**src/sszcf_pkg.sv**
```systemverilog
// shared types and constants of the sub-window schmitt zero-cross frequency estimator
// no dependencies; imported by sszcf_alu and the top module
package sszcf_pkg;

  typedef struct packed {
    logic [11:0] sample;
    logic        last;
  } item_t;

  typedef struct packed {
    logic [25:0] freq_q8;
    logic [10:0] cross_count;
    logic [2:0]  good_windows;
    logic [11:0] max_peak_to_peak;
    logic [19:0] max_std_q8;
  } result_t;

  localparam int CFG_IDX_W  = 2;
  localparam int CFG_DATA_W = 20;

  localparam logic [CFG_IDX_W-1:0] REG_SAMPLE_RATE = 2'd0;
  localparam logic [CFG_IDX_W-1:0] REG_MIN_PKPK    = 2'd1;
  localparam logic [CFG_IDX_W-1:0] REG_MIN_STD     = 2'd2;

  localparam logic [18:0] RST_SAMPLE_RATE = 19'd100000;
  localparam logic [11:0] RST_MIN_PKPK    = 12'd100;
  localparam logic [19:0] RST_MIN_STD     = 20'd2560;

  // arithmetic unit operations
  localparam logic [1:0] OP_MUL  = 2'd0;
  localparam logic [1:0] OP_DIV  = 2'd1;
  localparam logic [1:0] OP_SQRT = 2'd2;

  typedef struct packed {
    logic       start;
    logic [1:0] op;
  } alu_ctl_t;

endpackage

```
**src/sszcf_alu.sv**
```systemverilog
// iterative arithmetic unit: shift-add multiply, restoring divide, digit square root
// depends on sszcf_pkg for operation codes and the control struct
module sszcf_alu import sszcf_pkg::*; #(
  parameter int W = 62
) (
  input  logic         clk,
  input  logic         rst,
  input  alu_ctl_t     ctl,
  input  logic [W-1:0] a,
  input  logic [W-1:0] b,
  output logic         done,
  output logic [W-1:0] res
);

  localparam int NW = $clog2(W + 1);

  logic          busy;
  logic [1:0]    op;
  logic [NW-1:0] step;
  logic [W-1:0]  acc;
  logic [W-1:0]  x;
  logic [W-1:0]  y;
  logic [W+1:0]  rem;
  logic [W+1:0]  rem_div;
  logic [W+1:0]  rem_sq;
  logic [W+1:0]  trial_sq;
  logic [NW-1:0] last_step;

  assign rem_div   = {rem[W:0], x[W-1]};
  assign rem_sq    = {rem[W-1:0], x[W-1:W-2]};
  assign trial_sq  = {acc, 2'b01};
  assign last_step = (op == OP_SQRT) ? NW'(W / 2 - 1) : NW'(W - 1);
  assign res       = acc;

  always_ff @(posedge clk) begin
    if (rst) begin
      busy <= 1'b0;
      done <= 1'b0;
    end else begin
      done <= 1'b0;
      if (ctl.start) begin
        busy <= 1'b1;
        op   <= ctl.op;
        step <= '0;
        acc  <= '0;
        rem  <= '0;
        x    <= a;
        y    <= b;
      end else if (busy) begin
        case (op)
          OP_MUL: begin
            if (y[0]) begin
              acc <= acc + x;
            end
            x <= x << 1;
            y <= y >> 1;
          end
          OP_DIV: begin
            if (rem_div >= {2'b00, y}) begin
              rem <= rem_div - {2'b00, y};
              acc <= {acc[W-2:0], 1'b1};
            end else begin
              rem <= rem_div;
              acc <= {acc[W-2:0], 1'b0};
            end
            x <= x << 1;
          end
          OP_SQRT: begin
            if (rem_sq >= trial_sq) begin
              rem <= rem_sq - trial_sq;
              acc <= {acc[W-2:0], 1'b1};
            end else begin
              rem <= rem_sq;
              acc <= {acc[W-2:0], 1'b0};
            end
            x <= x << 2;
          end
          default: begin
            acc <= '0;
          end
        endcase
        step <= step + 1'b1;
        if (step == last_step) begin
          busy <= 1'b0;
          done <= 1'b1;
        end
      end
    end
  end

endmodule

```
**config.mk**
```make
export PLATFORM = sky130hd
export DESIGN_NAME = sszcf_alu
export DESIGN_NICKNAME = d
export VERILOG_FILES = /design/src/sszcf_pkg.sv /design/src/sszcf_alu.sv
export SDC_FILE = /design/constraint.sdc
export NUM_CORES = 1
export LEC_CHECK = 0
export BUFFER_PORTS_ARGS = -buffer_cell sky130_fd_sc_hd__buf_2
export CAP_MARGIN = 20
export CORE_ASPECT_RATIO = 1.4
export CORE_UTILIZATION = 55
export CTS_CLUSTER_DIAMETER = 30
export DETAILED_ROUTE_END_ITERATION = 8
export GPL_TIMING_DRIVEN = 0
export PLACE_DENSITY = 0.81
export SYNTH_ARGS = -nofsm -noshare
export SYNTH_HDL_FRONTEND = slang
export SYNTH_SLANG_ARGS = --single-unit
```
**constraint.sdc**
```tcl
create_clock -name clk -period 13.6 [get_ports clk]
set_clock_uncertainty 0.15 [all_clocks]
set_input_delay 2.72 -clock clk [delete_from_list [all_inputs] [get_ports clk]]
set_output_delay 2.72 -clock clk [all_outputs]
set_load 0.05 [all_outputs]
```
==> flow_summary_export.csv <==
group,metric,value,unit
critical_path,cp-start-kind,"input pin",
sta,worst_pin_slew,1.279,ns
routing,ant_nets,0,
power_and_ir_drop,total_power,0.003665,W
critical_path,worst_path_largest_cell_delay,0.92,ns
final_layout,layout.nets,3611,
global_route,overflow,0,
synth,synthTopCellsByArea,"edfxtp_1, ha_1, nand2_1",
power_and_ir_drop,switching_share,37.32,%
critical_path,cp_common_cell,"clkbuf_1",
power_and_ir_drop,power_leakage,12.02,nW
final_layout,area_growth,14.53,%
sta,finalSetupTns,0,ns
synth,syn_area,0.02483,mm²
power_and_ir_drop,p_clk_share,36.1,%
power_and_ir_drop,power.switching,0.001368,W
sta,timing.final.crit_share,48.36,%
cts,cts_tree,"yes",
synth,synth_edf_count,257,
final_layout,diodes,0,
placed_design,dp_hpwl,67610,µm
cts,clk_pin_slew,0.05,ns
cts,clkLatencyLatePin,0.60,ns
global_route,grt-busiest-layer,"met2",
critical_path,cp_cell_sequence,"buf_2 -> clkbuf_1 -> clkbuf_1 -> clkbuf_1 -> a21oi_1 -> nor2_4 -> buf_12",
critical_path,arrival,6.71,ns
global_route,grt_max_degree,63,
critical_path,worstSetupPathType,"input pin to register",
routing,wl_per_cell,21.98,µm
floorplanning,rows,91,
critical_path,critPathMaxFanout,34,
synth,synth.top_cell.area_share,31.08,%
floorplanning,start_util,56.06,%
cts,clock-root-buffer,"clkbuf_16",
cts,postCtsSetupBuffers,0,
global_route,use_met2,63.88,%
power_and_ir_drop,peakVddDrop,115.3,µV
cts,clock_path_buffers,3,
global_route,grtUsageTotal,36.52,%
global_route,use_met3,4.228,%
sta,hold_viol,0,
power_and_ir_drop,p_int,0.002297,W
hold_path,hp-class,"register to register",
sta,rsz0062_at_grt,"false",
cts,cts_buffers,52,
critical_path,critPathSlowestCell,"clkbuf_1",
placed_design,gp_congestion,0.9495,
status,outcome,"finished, final reports clean",
synth,synth-main-ff-cell,"edfxtp_1",
sta,max_freq,152.1,MHz
synth,ys.warnings.count,0,
sta,setup_violations,0,
synth,avgSynthCellArea,8.165,µm²
routing,viasPerCell,6.315,
synth,ys_ff_latch,259,
power_and_ir_drop,pwr-share-comb,35.4,%
routing,wirelength,85560,µm
job,drv_cap,0,
routing,drc,0,
critical_path,end_kind,"register",
critical_path,required,13.73,ns
power_and_ir_drop,powerDensity,128.9,mW/mm²
cts,clock_sinks,259,
cts,h-tree-depth,2,
synth,syn-num-nets,3360,
sta,slew_headroom,14.44,%
global_route,antenna_found_initial,1,
sta,finalCriticalPeriod,6.577,ns
global_route,grt_pass1_wl,130600,µm
placed_design,portBuffers,191,
floorplanning,fp.dieH,253.4,µm
synth,synth_cell_types,99,
sta,slew_viol_final,0,
synth,ys_async_sr_fraction,0,%
global_route,use_met1,44.48,%
cts,postCtsResizedCells,0,
floorplanning,io_pins,192,
cts,postCtsHoldBufs,0,
routing,drt_first_pass_iters,6,
floorplanning,die-area,0.04601,mm²
floorplanning,die_width,181.6,µm
global_route,grt_pass1_vias,23880,
routing,vias,24580,
synth,seq_area_frac_synth,31.24,%
synth,synth_area_leader_cell,"edfxtp_1",
routing,drt_iter0_drc,1967,
final_layout,drive_gt1_share,11.07,%
synth,synthesis.instances,3041,
power_and_ir_drop,seqPwrFrac,28.5,%
floorplanning,coreArea,0.04429,mm²
==> cells in the final DEF (no fill, tap or decap), drive strengths merged, types with 23 or more instances in the layout <==
master	Yosys	layout
a211oi	92	92
edfxtp	257	257
a22oi	27	27
xor2	77	77
mux2i	78	78
nand2b	28	28
nor2	229	229
ha	188	188
nand4	52	52
o21bai	46	46
o21a	23	23
clkbuf	145	198
xnor2	86	86
nand2	390	390
nor3	42	42
a31oi	35	35
inv	173	182
o21ai	301	301
a21o	120	120
a21oi	269	269
and3	30	30
nand3	60	60
buf	45	242
==> per-layer routing <==
layer	vias to the layer above	wire [µm]
met2	1158	41340
met3	234	5613
li1	11660	-
met4	2	4035
met5	-	11
met1	11520	34560
==> registers in the layout (all words and copies together) (netlist names) <==
name	count
rem	63
busy	1
done	1
op	2
x	62
y	62
res	62
step	6
==> cells by family after synthesis <==
family | share of synthesized area, %
flops | 31.24
buf+inv | 5.734
xor+xnor | 5.750
simple gates | 16.99
compound gates | 27.37
mux | 3.280
fa+ha+maj | 9.635
==> through the flow <==
stage | area (µm²) | utilization [%] | cells | hold WS, ns | setup slack [ns]
6_report | 28440 | 64.21 | 3892 | 0.4044 | 7.023
5_1_grt | 28440 | 64.21 | 3892 | 0.4253 | 7.065
4_1_cts | 28440 | 64.21 | 3892 | 0.4034 | 7.101
3_5_place_dp | 26630 | 60.13 | 3796 | 0.3939 | 6.517
3_3_place_gp | 26480 | 59.80 | 3790 | 0.3764 | 3.752
2_1_floorplan | 24830 | - | 3041 | 0.3474 | 6.733
==> worst max-delay path: cells and delay by family <==
kind,cells,cell delay [ns]
simple gates,1,0.77
buf+inv,5,2.96
compound gates,1,0.20
==> cell type report <==
| cell class | instances | area [µm²] |
|---|---|---|
| multi-input combinational | 2419 | 15680 |
| buffer | 190 | 774.5 |
| tap | 558 | 698.2 |
| clock inverter | 43 | 479.2 |
| fill | 3954 | 15850 |
| timing repair buffer | 197 | 1074 |
| sequential | 259 | 7757 |
| clock buffer | 53 | 1326 |
| inverter | 173 | 649.4 |
==> synthesized netlist by cell type, types with 14 or more instances <==
cell type and count:
a211oi_1 89, a21o_1 120, a21oi_1 267, a22oi_1 27, a311oi_1 14, a31oi_1 34
and2_1 14, and3_1 30, buf_1 15, buf_2 23, clkbuf_1 143, edfxtp_1 257
ha_1 188, inv_1 173, mux2i_1 78, nand2_1 389, nand2b_1 28, nand3_1 59
nand4_1 52, nor2_1 228, nor2b_1 20, nor3_1 40, o211ai_1 16, o21a_1 23
o21ai_0 283, o21ai_1 17, o21bai_1 45, xnor2_1 86, xor2_1 77
==> final timing paths <==
| check | slack, ns | endpoint | depth (start not counted) | from |
|---|---|---|---|---|
| setup / recovery | 7.02 | rem[11]$_SDFFCE_PP0P_ | 7 | ctl[2] |
| hold / removal | 0.40 | done$_SDFF_PP0_ | 1 | busy$_SDFF_PP0_ |
| setup reg to reg | 8.97 | rem[58]$_SDFFCE_PP0P_ | 13 | x[60]$_DFFE_PP_ |
| hold reg to reg | 0.40 | done$_SDFF_PP0_ | 1 | busy$_SDFF_PP0_ |
==> power by group through the flow <==
stage,sequential (W),combinational (W),clock [W]
after floorplan,0.00107,0.000893,0
after global placement,0.00106,0.00123,0
after detailed placement,0.00105,0.00126,0
after CTS,0.00104,0.00127,0.00132
after global routing,0.00105,0.00141,0.00136
final,0.00104,0.00130,0.00132
No activity file was read; power rests on OpenSTA's default activity.
